**src/rtl/clnbs_pkg.sv**
```systemverilog
// shared types, codes and helpers for the character lcd nibble bus sequencer
`default_nettype none

package clnbs_pkg;

	// results one request can cause
	localparam int MaxResults = 4;
	localparam int IdxW       = $clog2(MaxResults);

	// request codes
	localparam logic [2:0] CMD_COMMAND = 3'd0;
	localparam logic [2:0] CMD_DATA    = 3'd1;
	localparam logic [2:0] CMD_CURSOR  = 3'd2;
	localparam logic [2:0] CMD_BUSY    = 3'd3;
	localparam logic [2:0] CMD_INIT    = 3'd4;

	// bus operation codes
	localparam logic [1:0] OP_STATUS  = 2'd0;
	localparam logic [1:0] OP_WRITE   = 2'd1;
	localparam logic [1:0] OP_REFUSED = 2'd2;

	// register indexes
	localparam logic [1:0] REG_EDGE    = 2'd0;
	localparam logic [1:0] REG_POWERUP = 2'd1;
	localparam logic [1:0] REG_GAP     = 2'd2;

	// register reset values
	localparam logic [9:0]  EDGE_RESET    = 10'd20;
	localparam logic [15:0] POWERUP_RESET = 16'd20000;
	localparam logic [9:0]  GAP_RESET     = 10'd50;

	// panel constants
	localparam logic [7:0] ADDR_FLAG    = 8'h80;
	localparam int         BusyBit      = 3;
	localparam logic [4:0] COL_MAX      = 5'd19;
	localparam logic [6:0] ROW1_OFFSET  = 7'd20;
	localparam logic [6:0] ROW2_OFFSET  = 7'd64;
	localparam logic [6:0] ROW3_OFFSET  = 7'd84;
	localparam logic [3:0] INIT_NIBBLE  = 4'h3;
	localparam logic [3:0] FINAL_NIBBLE = 4'h2;

	typedef struct packed {
		logic [2:0] cmd;
		logic [7:0] byte_value;
		logic [7:0] col;
		logic [7:0] row;
		logic [3:0] busy_nibble;
	} req_t;

	typedef struct packed {
		logic [1:0]  bus_op;
		logic        reg_select;
		logic [3:0]  nibble;
		logic [15:0] wait_us;
		logic        last;
	} rsp_t;

	typedef struct packed {
		logic [9:0]  edge_delay_us;
		logic [15:0] powerup_delay_us;
		logic [9:0]  init_gap_us;
	} cfg_t;

	// results of one request, in order, up to last_idx
	typedef struct packed {
		rsp_t [MaxResults-1:0] res;
		logic [IdxW-1:0]       last_idx;
	} burst_t;

	function automatic rsp_t make_rsp(logic [1:0] op, logic rs, logic [3:0] nib,
		logic [15:0] wait_us, logic last);
		rsp_t r;
		r.bus_op     = op;
		r.reg_select = rs;
		r.nibble     = nib;
		r.wait_us    = wait_us;
		r.last       = last;
		return r;
	endfunction

endpackage

`default_nettype wire

```
**src/rtl/clnbs_regs.sv**
```systemverilog
// apb configuration registers of the sequencer
`default_nettype none

module clnbs_regs (
	input  wire logic              clk,
	input  wire logic              arst_n,
	input  wire logic              psel,
	input  wire logic              penable,
	input  wire logic              pwrite,
	input  wire logic [3:0]        paddr,
	input  wire logic [31:0]       pwdata,
	output logic      [31:0]       prdata,
	output logic                   pready,
	output clnbs_pkg::cfg_t        cfg
);

	logic       wr_en;
	logic [1:0] reg_idx;

	assign pready  = 1'b1;
	assign wr_en   = psel && penable && pwrite;
	assign reg_idx = paddr[3:2];

	// register write
	always_ff @(posedge clk or negedge arst_n) begin
		if (!arst_n) begin
			cfg.edge_delay_us    <= clnbs_pkg::EDGE_RESET;
			cfg.powerup_delay_us <= clnbs_pkg::POWERUP_RESET;
			cfg.init_gap_us      <= clnbs_pkg::GAP_RESET;
		end else if (wr_en) begin
			case (reg_idx)
				clnbs_pkg::REG_EDGE:    cfg.edge_delay_us    <= pwdata[9:0];
				clnbs_pkg::REG_POWERUP: cfg.powerup_delay_us <= pwdata[15:0];
				clnbs_pkg::REG_GAP:     cfg.init_gap_us      <= pwdata[9:0];
				default: ;
			endcase
		end
	end

	// register read
	always_comb begin
		case (reg_idx)
			clnbs_pkg::REG_EDGE:    prdata = {22'd0, cfg.edge_delay_us};
			clnbs_pkg::REG_POWERUP: prdata = {16'd0, cfg.powerup_delay_us};
			clnbs_pkg::REG_GAP:     prdata = {22'd0, cfg.init_gap_us};
			default:                prdata = 32'd0;
		endcase
	end

endmodule

`default_nettype wire

```
**src/rtl/clnbs_decode.sv**
```systemverilog
// request decode, busy-wait state and the registered result burst
`default_nettype none

module clnbs_decode (
	input  wire logic              clk,
	input  wire logic              arst_n,
	input  wire clnbs_pkg::cfg_t   cfg,
	input  wire logic              in_valid,
	output logic                   in_stall,
	input  wire clnbs_pkg::req_t   in_data,
	output logic                   burst_valid,
	output clnbs_pkg::burst_t      burst,
	input  wire logic              burst_take
);

	logic              waiting_q;
	logic [7:0]        pend_byte_q;
	logic              pend_sel_q;
	logic              valid_s1;
	clnbs_pkg::burst_t burst_s1;

	logic              in_fire;
	logic              waiting_d;
	logic [7:0]        pend_byte_d;
	logic              pend_sel_d;
	clnbs_pkg::burst_t burst_d;

	logic [10:0] gap_sum;
	logic [16:0] pwr_sum;
	logic [15:0] edge_wait;
	logic [15:0] gap_wait;
	logic [15:0] pwr_wait;
	logic [4:0]  col_c;
	logic [6:0]  row_off;
	logic [6:0]  pos;
	logic [7:0]  cursor_byte;

	assign in_stall    = valid_s1 && !burst_take;
	assign in_fire     = in_valid && !in_stall;
	assign burst_valid = valid_s1;
	assign burst       = burst_s1;

	// delays, saturated to 16 bits
	always_comb begin
		gap_sum   = {1'b0, cfg.edge_delay_us} + {1'b0, cfg.init_gap_us};
		pwr_sum   = {6'd0, gap_sum} + {1'b0, cfg.powerup_delay_us};
		edge_wait = {6'd0, cfg.edge_delay_us};
		gap_wait  = {5'd0, gap_sum};
		pwr_wait  = pwr_sum[16] ? 16'hFFFF : pwr_sum[15:0];
	end

	// cursor address
	always_comb begin
		col_c = (in_data.col > {3'd0, clnbs_pkg::COL_MAX}) ? 5'd0 : in_data.col[4:0];
		case (in_data.row)
			8'd1:    row_off = clnbs_pkg::ROW1_OFFSET;
			8'd2:    row_off = clnbs_pkg::ROW2_OFFSET;
			8'd3:    row_off = clnbs_pkg::ROW3_OFFSET;
			default: row_off = 7'd0;
		endcase
		pos         = {2'd0, col_c} + row_off;
		cursor_byte = clnbs_pkg::ADDR_FLAG | {1'b0, pos};
	end

	// request decode
	always_comb begin
		waiting_d        = waiting_q;
		pend_byte_d      = pend_byte_q;
		pend_sel_d       = pend_sel_q;
		burst_d.res      = '0;
		burst_d.last_idx = '0;
		if (waiting_q) begin
			if (in_data.cmd != clnbs_pkg::CMD_BUSY) begin
				burst_d.res[0] = clnbs_pkg::make_rsp(clnbs_pkg::OP_REFUSED, 1'b0, 4'd0,
					16'd0, 1'b1);
			end else if (in_data.busy_nibble[clnbs_pkg::BusyBit]) begin
				burst_d.res[0] = clnbs_pkg::make_rsp(clnbs_pkg::OP_STATUS, 1'b0, 4'd0,
					edge_wait, 1'b1);
			end else begin
				burst_d.res[0] = clnbs_pkg::make_rsp(clnbs_pkg::OP_WRITE, pend_sel_q,
					pend_byte_q[7:4], edge_wait, 1'b0);
				burst_d.res[1] = clnbs_pkg::make_rsp(clnbs_pkg::OP_WRITE, pend_sel_q,
					pend_byte_q[3:0], edge_wait, 1'b1);
				burst_d.last_idx = 2'd1;
				waiting_d        = 1'b0;
			end
		end else begin
			case (in_data.cmd)
				clnbs_pkg::CMD_COMMAND, clnbs_pkg::CMD_DATA: begin
					burst_d.res[0] = clnbs_pkg::make_rsp(clnbs_pkg::OP_STATUS, 1'b0, 4'd0,
						edge_wait, 1'b1);
					pend_byte_d = in_data.byte_value;
					pend_sel_d  = (in_data.cmd == clnbs_pkg::CMD_DATA);
					waiting_d   = 1'b1;
				end
				clnbs_pkg::CMD_CURSOR: begin
					burst_d.res[0] = clnbs_pkg::make_rsp(clnbs_pkg::OP_STATUS, 1'b0, 4'd0,
						edge_wait, 1'b1);
					pend_byte_d = cursor_byte;
					pend_sel_d  = 1'b0;
					waiting_d   = 1'b1;
				end
				clnbs_pkg::CMD_INIT: begin
					burst_d.res[0] = clnbs_pkg::make_rsp(clnbs_pkg::OP_WRITE, 1'b0,
						clnbs_pkg::INIT_NIBBLE, pwr_wait, 1'b0);
					burst_d.res[1] = clnbs_pkg::make_rsp(clnbs_pkg::OP_WRITE, 1'b0,
						clnbs_pkg::INIT_NIBBLE, gap_wait, 1'b0);
					burst_d.res[2] = clnbs_pkg::make_rsp(clnbs_pkg::OP_WRITE, 1'b0,
						clnbs_pkg::INIT_NIBBLE, gap_wait, 1'b0);
					burst_d.res[3] = clnbs_pkg::make_rsp(clnbs_pkg::OP_WRITE, 1'b0,
						clnbs_pkg::FINAL_NIBBLE, gap_wait, 1'b1);
					burst_d.last_idx = 2'd3;
				end
				default: begin
					burst_d.res[0] = clnbs_pkg::make_rsp(clnbs_pkg::OP_REFUSED, 1'b0, 4'd0,
						16'd0, 1'b1);
				end
			endcase
		end
	end

	// busy-wait state and stage valid
	always_ff @(posedge clk or negedge arst_n) begin
		if (!arst_n) begin
			waiting_q   <= 1'b0;
			pend_byte_q <= 8'd0;
			pend_sel_q  <= 1'b0;
			valid_s1    <= 1'b0;
		end else begin
			if (in_fire) begin
				waiting_q   <= waiting_d;
				pend_byte_q <= pend_byte_d;
				pend_sel_q  <= pend_sel_d;
			end
			if (in_fire) begin
				valid_s1 <= 1'b1;
			end else if (burst_take) begin
				valid_s1 <= 1'b0;
			end
		end
	end

	// burst payload
	always_ff @(posedge clk) begin
		if (in_fire) begin
			burst_s1 <= burst_d;
		end
	end

endmodule

`default_nettype wire

```
**src/rtl/clnbs_emit.sv**
```systemverilog
// result register that hands out a burst one result per transaction
`default_nettype none

module clnbs_emit (
	input  wire logic               clk,
	input  wire logic               arst_n,
	input  wire logic               burst_valid,
	input  wire clnbs_pkg::burst_t  burst,
	output logic                    burst_take,
	output logic                    out_valid,
	input  wire logic               out_stall,
	output clnbs_pkg::rsp_t         out_data
);

	logic                       valid_q;
	logic [clnbs_pkg::IdxW-1:0] idx_q;
	clnbs_pkg::burst_t          burst_q;
	logic                       out_fire;
	logic                       at_end;

	assign out_valid  = valid_q;
	assign out_data   = burst_q.res[idx_q];
	assign out_fire   = valid_q && !out_stall;
	assign at_end     = (idx_q == burst_q.last_idx);
	assign burst_take = burst_valid && (!valid_q || (out_fire && at_end));

	// result index and valid
	always_ff @(posedge clk or negedge arst_n) begin
		if (!arst_n) begin
			valid_q <= 1'b0;
			idx_q   <= '0;
		end else if (burst_take) begin
			valid_q <= 1'b1;
			idx_q   <= '0;
		end else if (out_fire) begin
			if (at_end) begin
				valid_q <= 1'b0;
			end else begin
				idx_q <= idx_q + 1'b1;
			end
		end
	end

	// burst held for the output
	always_ff @(posedge clk) begin
		if (burst_take) begin
			burst_q <= burst;
		end
	end

endmodule

`default_nettype wire

```
**src/rtl/char_lcd_nibble_bus_sequencer_unit.sv**
```systemverilog
// top level of the character lcd nibble bus sequencer
// Turns requests for a 4-bit character panel into bus operations. Each input
// transaction (cmd, byte, cursor, busy response, init) yields one to four
// result transactions; the last one carries last set, and every result
// carries the wait in microseconds to hold after it.
// Channels use valid and stall; a transaction moves when valid is high and
// stall is low. Timing registers are written through the apb port.
// A request is decoded into the burst register, and its burst then moves to
// the result register of the output stage, from which its first result shows.
// Throughput: one result per cycle unless the receiver stalls; a request
// yields one result per bus operation (one, two for a byte write, four for
// init), so single-result requests flow at one per cycle. The burst register
// lets the next request be accepted while the output holds a stalled result.
// When the receiver stalls, the current result holds; input stall rises once
// the burst register is also full.
// Reset clears the busy-wait state, empties both stages and loads the timing
// registers with their defaults.
`default_nettype none

module char_lcd_nibble_bus_sequencer_unit (
	input  wire logic              clk,
	input  wire logic              arst_n,
	input  wire logic              psel,
	input  wire logic              penable,
	input  wire logic              pwrite,
	input  wire logic [3:0]        paddr,
	input  wire logic [31:0]       pwdata,
	output logic      [31:0]       prdata,
	output logic                   pready,
	input  wire logic              in_valid,
	output logic                   in_stall,
	input  wire clnbs_pkg::req_t   in_data,
	output logic                   out_valid,
	input  wire logic              out_stall,
	output clnbs_pkg::rsp_t        out_data
);

	clnbs_pkg::cfg_t   cfg;
	clnbs_pkg::burst_t burst;
	logic              burst_valid;
	logic              burst_take;

	// configuration registers
	clnbs_regs u_regs (
		.clk     (clk),
		.arst_n  (arst_n),
		.psel    (psel),
		.penable (penable),
		.pwrite  (pwrite),
		.paddr   (paddr),
		.pwdata  (pwdata),
		.prdata  (prdata),
		.pready  (pready),
		.cfg     (cfg)
	);

	// request decode
	clnbs_decode u_decode (
		.clk         (clk),
		.arst_n      (arst_n),
		.cfg         (cfg),
		.in_valid    (in_valid),
		.in_stall    (in_stall),
		.in_data     (in_data),
		.burst_valid (burst_valid),
		.burst       (burst),
		.burst_take  (burst_take)
	);

	// result output
	clnbs_emit u_emit (
		.clk         (clk),
		.arst_n      (arst_n),
		.burst_valid (burst_valid),
		.burst       (burst),
		.burst_take  (burst_take),
		.out_valid   (out_valid),
		.out_stall   (out_stall),
		.out_data    (out_data)
	);

endmodule

`default_nettype wire

```
**config.mk**
```make
export PLATFORM = sky130hd
export DESIGN_NAME = char_lcd_nibble_bus_sequencer_unit
export DESIGN_NICKNAME = d
export VERILOG_FILES = /design/src/rtl/clnbs_pkg.sv /design/src/rtl/clnbs_regs.sv /design/src/rtl/clnbs_decode.sv /design/src/rtl/clnbs_emit.sv /design/src/rtl/char_lcd_nibble_bus_sequencer_unit.sv
export SDC_FILE = /design/constraint.sdc
export NUM_CORES = 1
export LEC_CHECK = 0
export BUFFER_PORTS_ARGS = -buffer_cell sky130_fd_sc_hd__buf_2
export CORE_AREA = 10 10 144 113
export DETAILED_ROUTE_END_ITERATION = 8
export DIE_AREA = 0 0 154 123
export GPL_TIMING_DRIVEN = 0
export PLACE_DENSITY = 0.79
export SETUP_SLACK_MARGIN = 0.15
export SYNTH_ARGS = -nofsm -noshare
export SYNTH_HDL_FRONTEND = slang
export SYNTH_SLANG_ARGS = --single-unit
```
**constraint.sdc**
```tcl
create_clock -name clk -period 3.9 [get_ports clk]
set_input_delay 0.195 -clock clk [delete_from_list [all_inputs] [get_ports clk]]
set_output_delay 0.195 -clock clk [all_outputs]
set_load 0.005 [all_outputs]
```
==> impl_metrics.ini, run 1 <==
[status]
outcome = finished clean

[final_layout]
finalNetCount = 842
multiInputGateArea_um2 = 2940
area_delta_synth_final_pct = 19.5
n_fill_cell = 955
layout-drive-gt1-share_pct = 29.4
layout.area.seq_um2 = 4330

[placement]
dpl.hpwl_mm = 12.1
place_ws_ps = 84.9
gp_congestion = 0.831
io_buffers = 92

[setup_path]
ff2ff_path_depth = 13
r2r_end = u_decode.burst[6]
setup.worst_path.start_class = flop
criticalPathCategory = reg2reg
critPathArrivalTime_ps = 3820
reg2reg_slack_ps = 250
required_ps = 4070
path_max_fanout = 10
worstReg2RegStart = u_regs.cfg[26]
crit_path_end_kind = flop

[logic_synthesis]
synth.avg_cell_area_um2 = 12.2
postSynth.asyncResetShare_pct = 32.9
synth_top_area_share_pct = 41.3
synth-seq-cells = 152
syn_area_um2 = 7410
synth_area_leaders = edfxtp_1, dfrtp_1, mux2_2, ha_1, nand2_1
synth_cell_types = 57
ys.flop_type = edfxtp_1
ys_seq_area_share_pct = 58.4
synth-edff-count = 102
yosysTopAreaCell = edfxtp_1
ys_warn_count = 0
syn_inst = 609

[drt]
postRouteAntennaNets = 0
firstDrtPassIters = 5
vias = 5184
viasPerCell = 5.57
drt_iter0_drc = 489
wirelength_mm = 16.7
post-route-drc-count = 0
wire_per_inst_um = 17.9

[grt]
grt_pass1_wl_mm = 25.9
grt_max_degree = 51
overflow = 0
grt_pass1_vias = 5201
grt_usage_pct = 17.1
antenna_found_initial = 1

[floorplanning]
core_um2 = 13500
ios = 133
die_h_um = 123
rows = 37
die_w_um = 154
die_area_um2 = 18900
start_util_pct = 55.0

[timing]
worstMarginPinSlew_ps = 1190
slew_violations = 0
fin_crit_ps = 3650
finClkSkew_ps = 14.1
setup_viol = 0
fmax_mhz = 274
fin_ws_ps = 247
fin_crit_sh_pct = 93.7
rsz0062_at_grt = false
relSlewSlack_pct = 20.4
finalHoldViolCount = 0
fin_tns_setup_ps = 0

[power]
ir_drop_mv = 0.490
powerDensity_nw_per_um2 = 714
p_leak_nw = 3.77

[clock_tree]
cts_root_buf = clkbuf_16
numCtsBuffers = 17
tritoncts = done
h-tree-depth = 4
max-clock-path-buffers = 2
cts.sinks = 152
clkLatencyLatePin_ps = 420
path_clk_slew_ps = 70

[run]
maxCapViolations = 0

[min_path]
hold_class = in2async
-- repair_timing --
item | 4_1_cts | 5_1_grt
pin swaps | 0 | 6
resized for setup | 2 | 23
hold buffers | 3 | 0
endpoints found under the hold margin | 3 | 0
setup endpoints to repair | 7 | 16
setup buffers | 0 | 2
cloned | 0 | 0
-- state kept, by name (all words and copies together), names as in the netlist --
name / flops
u_decode.waiting_q: 1
u_decode.pend_byte_q: 8
u_emit.burst_q: 51
u_emit.idx_q: 2
u_decode.burst_valid: 1
u_decode.pend_sel_q: 1
u_decode.burst: 51
u_regs.cfg: 36
u_emit.out_valid: 1
-- worst max-delay path by stage --
stage                   startpoint            endpoint  slack, ps  depth (start not counted)
finish              u_regs.cfg[26]   u_decode.burst[6]        250                         13
global route        u_regs.cfg[26]   u_decode.burst[9]          1                         13
CTS                 u_regs.cfg[27]  u_decode.burst[10]        170                         14
detailed placement  u_regs.cfg[26]  u_decode.burst[10]         80                         13
global placement    u_regs.cfg[26]   u_decode.burst[8]        160                         13
floorplan           u_regs.cfg[26]  u_decode.burst[16]        570                         14
-- power breakdown --
group	internal, W	switching, W	total [W]	leakage [nW]
Clock	0.000844	0.000685	0.00153	0.262
Sequential	0.00226	0.000237	0.00250	1.54
Combinational	0.000967	0.00133	0.00229	1.97
Total	0.00407	0.00225	0.00632	3.77
-- cells in the final DEF, fill, tap and decap left out, drive strengths merged, types with 5 or more instances in the layout --
cell,n
inv,15
a211oi,6
dfrtp,40
ha,24
a21oi,18
xnor2,14
mux2i,27
mux2,37
nand2,73
and2,33
buf,119
nand3,8
o21ai,58
dfstp,10
conb,17
nor2,28
a21o,13
nor2b,9
edfxtp,102
xor2,5
a31oi,7
clkbuf,36
-- synthesized netlist by cell type, types with 3 or more instances --
| cell type | number |
|---|---|
| inv_1 | 8 |
| xnor2_1 | 14 |
| dfrtp_1 | 40 |
| o21ai_0 | 46 |
| edfxtp_1 | 102 |
| clkbuf_1 | 18 |
| nor2b_1 | 9 |
| nor2_1 | 28 |
| o21a_1 | 4 |
| a211oi_1 | 6 |
| ha_1 | 24 |
| a21o_1 | 13 |
| buf_4 | 17 |
| a31oi_1 | 7 |
| mux2i_1 | 27 |
| xor2_1 | 4 |
| nand2_1 | 73 |
| nand3_1 | 8 |
| dfstp_2 | 10 |
| buf_2 | 3 |
| and2_1 | 33 |
| mux2_2 | 37 |
| o21ai_1 | 11 |
| nor3_1 | 3 |
| and3_1 | 4 |
| a21oi_1 | 18 |
| a22o_1 | 3 |
-- kinds of logic (layout without fill, tap and decap cells) --
group	count (synthesis)	count (layout)	synth area share (%)
and+or+nand+nor	174	174	11.5
DFF	152	152	58.4
AOI/OAI and AO/OA	123	123	10.2
muxes	64	64	9.27
buffers and inverters	49	180	3.60
adders and majority gates	26	26	4.59
xor gates and xnor gates	19	19	2.35
other	2	18	0.101
-- worst max-delay path: stages, from the launching register on --
cell and delay (ps):
dfrtp_2 450, ha_2 210, fa_2 360, a21oi_2 220, o22ai_2 140, o41ai_2 400
o21ai_0 190, ha_1 380, nor2b_1 160, o21ai_0 260, nand2_1 120, clkbuf_2 200
o21ai_1 220, nand2_1 80
-- cell type report --
cell class	count	share of cell area, %
clock inverters	14	1.27
multi-input cells	423	33.2
diodes	1	0.0283
plain buffers	41	2.70
clock buffers	18	4.96
inverters	8	0.339
repair buffers	99	6.16
well taps	175	2.47
flip-flops and latches	152	48.9
-- through the flow --
| step | hold WS (ps) | power (W) | instances | cell area, um2 | util, % |
|---|---|---|---|---|---|
| finish | 9.29 | 0.00632 | 931 | 8850 | 65.7 |
| global route | 3.44 | 0.00669 | 930 | 8850 | 65.7 |
| CTS | 5.11 | 0.00622 | 928 | 8780 | 65.2 |
| detailed placement | 405 | 0.00466 | 893 | 8190 | 60.8 |
| global placement | 401 | 0.00452 | 891 | 8150 | 60.5 |
| floorplan | -101 | 0.00396 | 624 | 7470 | - |
-- routing by layer --
layer  share of wire [%]  vias up  global-route usage (%)
met3                 8.2       25                    5.62
met2                  47      198                    28.1
met5                   0        -                       0
met4                 1.4        0                    6.24
li1                    -     2453                       -
met1                  43     2508                    20.9
Power figures use the tool's default switching activity.
==> run 2: changes to the inputs <==
--- a/config.mk
+++ b/config.mk
@@ -7,11 +7,12 @@
 export LEC_CHECK = 0
 export BUFFER_PORTS_ARGS = -buffer_cell sky130_fd_sc_hd__buf_2
 export CORE_AREA = 10 10 144 113
+export CTS_CLUSTER_SIZE = 8
 export DETAILED_ROUTE_END_ITERATION = 8
 export DIE_AREA = 0 0 154 123
 export GPL_TIMING_DRIVEN = 0
 export PLACE_DENSITY = 0.79
-export SETUP_SLACK_MARGIN = 0.15
+export REMOVE_ABC_BUFFERS = 1
 export SYNTH_ARGS = -nofsm -noshare
 export SYNTH_HDL_FRONTEND = slang
 export SYNTH_SLANG_ARGS = --single-unit
==> run 2 against run 1 <==
Setup slack improved by 47 ps. Clock skew increased by 1.1 ps. Cell count decreased by 4.4%. Routed wire length decreased by 6.4%. Die area unchanged. Sequential share of layout area increased by 1.4 points. Maximum frequency increased by 1.3%. Sequential power increased by 3%.
==> impl_metrics.ini, run 2 (same netlist as run 1, synthesis figures left out) <==
[drt]
vias = 4902
wirelength_mm = 15.6
wire_per_inst_um = 17.5
postRouteAntennaNets = 0
post-route-drc-count = 0
drt_iter0_drc = 322
firstDrtPassIters = 8
viasPerCell = 5.51

[clock_tree]
numCtsBuffers = 17
tritoncts = done
clkLatencyLatePin_ps = 420
cts_root_buf = clkbuf_16
cts.sinks = 152
path_clk_slew_ps = 60
max-clock-path-buffers = 2
h-tree-depth = 4
cts_setup_buffers = 0

[floorplanning]
start_util_pct = 55.0
die_h_um = 123
ios = 133
rows = 37
die_w_um = 154
die_area_um2 = 18900
core_um2 = 13500

[setup_path]
critPathArrivalTime_ps = 3840
path_max_fanout = 6
criticalPathCategory = reg2reg
crit_path_max_incr_delay_ps = 570
slowest_stage = dfstp_2
setup.worst_path.start_class = flop
required_ps = 4140
critical_path.cell_chain = ha_1, a211oi_1, o21ai_1, a21o_1, a21oi_1, xnor2_1, ha_1, nor2_1, a21oi_1, nand2_1, o31ai_2, nand3_1, a311oi_1
crit_path_end_kind = flop

[timing]
fin_crit_ps = 3610
finalHoldViolCount = 0
worstMarginPinSlew_ps = 1320
relSlewSlack_pct = 11.5
slew_violations = 0
rsz0062_at_grt = false
fin_crit_sh_pct = 92.5
fmax_mhz = 277
finClkSkew_ps = 15.2
setup_viol = 0
fin_ws_ps = 294
fin_tns_setup_ps = 0

[final_layout]
n_antenna_cell = 0
fin_cells = 890
finalNetCount = 802
final_cell_mix = edfxtp_1, buf_2, nand2_1
final_common_cell = edfxtp_1
fin_util_pct = 63.9
area_delta_synth_final_pct = 16.2
layout-drive-gt1-share_pct = 26.9

[grt]
grt_usage_pct = 16.8
overflow = 0
grt_pass1_wl_mm = 25.6
grt_max_degree = 51
grt_pass1_vias = 5214
antenna_found_initial = 0

[placement]
dpl.hpwl_mm = 11.3
io_buffers = 94
dp_cells = 856
gp_congestion = 0.842
place_ws_ps = 160

[power]
p_leak_nw = 3.64
powerDensity_nw_per_um2 = 719
ir_drop_mv = 0.676
power_w = 0.00619

[run]
maxCapViolations = 0

[status]
outcome = finished clean

[min_path]
hold_class = in2reg
==> run 2: worst paths after layout <==
check,startpoint,endpoint,slack (ps),depth (start not counted)
setup / recovery,u_regs.cfg[1],u_decode.burst[16],290,13
hold / removal,pwdata[10],u_regs.cfg[20],10,2
setup reg to reg,u_regs.cfg[1],u_decode.burst[16],290,13
hold reg to reg,u_decode.burst[8],u_emit.burst_q[8],410,0
max in group asynchronous,arst_n,u_regs.cfg[0],3180,1
min in group asynchronous,arst_n,u_regs.cfg[25],20,1
==> run 2: final cells by class <==
cell class / instances / area, um2
inverter: 8 / 30.0
timing repair buffer: 100 / 546
sequential: 152 / 4330
fill: 987 / 4860
multi-input combinational: 423 / 2910
clock buffer: 17 / 425
tap: 175 / 219
clock inverter: 15 / 155
==> run 2: critical path, delay by kind of cell, from the launching register on <==
kind                     cells  cell delay (ps)
AO/OA/AOI/OAI                7             1740
flip-flops                   1              570
adder cells (fa/ha/maj)      2              560
AND/OR/NAND/NOR              3              350
XOR/XNOR                     1              210
==> run 2: stage by stage <==
| step | area, um2 | hold WS, ps |
|---|---|---|
| floorplan | 7230 | -101 |
| global placement | 7920 | 400 |
| detailed placement | 7980 | 405 |
| CTS | 8580 | 0.413 |
| global route | 8610 | 1.59 |
| finish | 8610 | 12.8 |
==> run 2: per-layer routing <==
metal  vias to the layer above  wire, um  GRT usage [%]
li1                       2360         -              -
met1                      2360      6770           19.8
met2                       164      7290           28.0
met3                        18      1330           5.62
met4                         0       202           6.77
met5                         -         0              0
==> run 2: where the power goes <==
part | switching [W] | leakage (nW) | internal, W | total (W)
sequential | 0.000313 | 1.54 | 0.00226 | 0.00257
combinational | 0.00114 | 1.82 | 0.000890 | 0.00203
clock | 0.000643 | 0.279 | 0.000942 | 0.00159
total | 0.00210 | 3.64 | 0.00409 | 0.00619
==> run 2: repair_timing <==
| action | 4_1_cts | 5_1_grt |
|---|---|---|
| hold buffers | 2 | 0 |
| endpoints found under the setup margin | 0 | 16 |
| gates resized for setup | 0 | 6 |
| hold endpoints to repair | 2 | 0 |
==> run 3: changes to the inputs <==
--- a/config.mk
+++ b/config.mk
@@ -11,7 +11,8 @@
 export DETAILED_ROUTE_END_ITERATION = 8
 export DIE_AREA = 0 0 154 123
 export GPL_TIMING_DRIVEN = 0
-export PLACE_DENSITY = 0.79
+export PLACE_DENSITY = 0.89
+export RECOVER_POWER = 50
 export REMOVE_ABC_BUFFERS = 1
 export SYNTH_ARGS = -nofsm -noshare
 export SYNTH_HDL_FRONTEND = slang
==> run 3 against run 2 <==
Largest power group unchanged. Critical path type unchanged. Combinational power is essentially flat. Power rose by 1.1%. Routed wire length increased by 2.5%. Largest cell class unchanged. Sequential share of layout area grew 0.33 points. Cell count fell by 0.11%. Clock power about the same. Critical path depth stayed put. Non-clock buffer count fell by 1. Die area is the same. Worst hold slack better by 2.0 ps. Design area down 0.65%. The run now ends with max-capacitance violations, max-slew violations left. Global-route usage is 0.16 points lower.
==> impl_metrics.ini, run 3 (same netlist as run 1, synthesis figures left out) <==
[clock_tree]
tritoncts = done
max-clock-path-buffers = 2
path_clk_slew_ps = 60
h-tree-depth = 4
cts_root_buf = clkbuf_16
clkLatencyLatePin_ps = 420
numCtsBuffers = 17
cts.sinks = 152
cts_setup_buffers = 0

[final_layout]
area_delta_synth_final_pct = 15.4
fin_cells = 889
final_common_cell = edfxtp_1
layout.area.seq_um2 = 4330
post-route-cell-area_um2 = 8550
finalNetCount = 801
n_fill_cell = 963
final_cell_mix = edfxtp_1, buf_2, nand2_1
n_antenna_cell = 0
multiInputGateArea_um2 = 2880
layout-drive-gt1-share_pct = 23.5

[setup_path]
cp_top_family = compound AO/OA/AOI/OAI gates
criticalPathCategory = reg2reg
crit_path_end_kind = flop
critical_path.cell_chain = ha_1, fa_1, a21oi_1, nor2b_1, nor2_1, xnor2_1, ha_1, nand3_1, o211ai_1, o41ai_1, o21ai_1, xnor2_1, a31oi_1
critical_path_buf_inv_count = 0
slowest_stage = o41ai_1
setup.worst_path.start_class = flop
path_max_fanout = 5
required_ps = 4050
critPathArrivalTime_ps = 3870
crit_path_max_incr_delay_ps = 560

[timing]
fin_ws_ps = 176
finalHoldViolCount = 0
relSlewSlack_pct = -85.8
fin_tns_setup_ps = 0
slew_violations = 79
setup_viol = 0
finClkSkew_ps = 10.8
worstMarginPinSlew_ps = 2790
fin_crit_sh_pct = 95.5
fmax_mhz = 269
fin_crit_ps = 3720

[power]
p_leak_nw = 3.57
ir_drop_mv = 0.674
powerDensity_nw_per_um2 = 731

[placement]
place_ws_ps = 83.3
gp_congestion = 0.839
dpl_cell_area_um2 = 7990
dp_cells = 856
io_buffers = 94
dpl.hpwl_mm = 11.3

[run]
maxCapViolations = 3

[drt]
drt_iter0_drc = 275
wirelength_mm = 16.0
viasPerCell = 5.61
postRouteAntennaNets = 0
vias = 4988
firstDrtPassIters = 5
wire_per_inst_um = 18.0
post-route-drc-count = 0

[floorplanning]
die_h_um = 123
ios = 133
core_um2 = 13500
die_area_um2 = 18900
start_util_pct = 55.0
die_w_um = 154
rows = 37

[min_path]
hold_class = in2reg

[grt]
grt_pass1_vias = 5079
grt_max_degree = 51
grt_usage_pct = 16.6
grt_pass1_wl_mm = 25.5
antenna_found_initial = 0
overflow = 0

[status]
outcome = complete, but fails checks
violations = max-capacitance violations, max-slew violations
[run 3: area by class of cell]
cell class	instances	share of cell area [%]
Clock buffer	18	5.02
Clock inverter	14	1.83
Inverter	8	0.351
Multi-Input combinational cell	423	33.7
Sequential cell	152	50.6
Tap cell	175	2.56
Timing Repair Buffer	99	6.00
[run 3: timing repair]
action,in CTS,in global routing
hold buffers,1,0
endpoints found under the hold margin,1,0
resized for setup,1,7
endpoints found under the setup margin,2,15
pin swaps,0,2
[run 3: final timing paths]
path	start	to	slack [ps]	depth (start not counted)
min in group asynchronous	arst_n	u_regs.cfg[33]	670	1
max reg2reg	u_regs.cfg[26]	u_decode.burst[14]	180	13
max	u_regs.cfg[26]	u_decode.burst[14]	180	13
max in group asynchronous	arst_n	u_emit.idx_q[1]	1660	1
min reg2reg	u_decode.burst[7]	u_emit.burst_q[7]	410	0
min	pwdata[12]	u_regs.cfg[22]	10	2
[run 3: per-layer routing]
layer	share of wire [%]	GRT usage [%]	wire [um]	up-vias
met3	8.4	5.66	1340	20
met2	48	27.7	7600	215
li1	-	-	-	2363
met4	1.2	4.95	195	0
met5	0	0	0	-
met1	43	20.2	6850	2390
[run 3: power breakdown]
| group | switching (W) | total (W) | internal (W) |
|---|---|---|---|
| registers | 0.000320 | 0.00258 | 0.00226 |
| clock network | 0.000621 | 0.00162 | 0.000998 |
| logic | 0.00117 | 0.00205 | 0.000879 |
[run 3: per-stage QoR]
step / hold slack, ps / power, W / utilization [%]
floorplan: -101 / 0.00391 / -
global placement: 400 / 0.00444 / 58.8
detailed placement: 405 / 0.00460 / 59.3
CTS: 4.44 / 0.00624 / 63.8
global route: 4.57 / 0.00660 / 63.5
finish: 14.8 / 0.00625 / 63.5
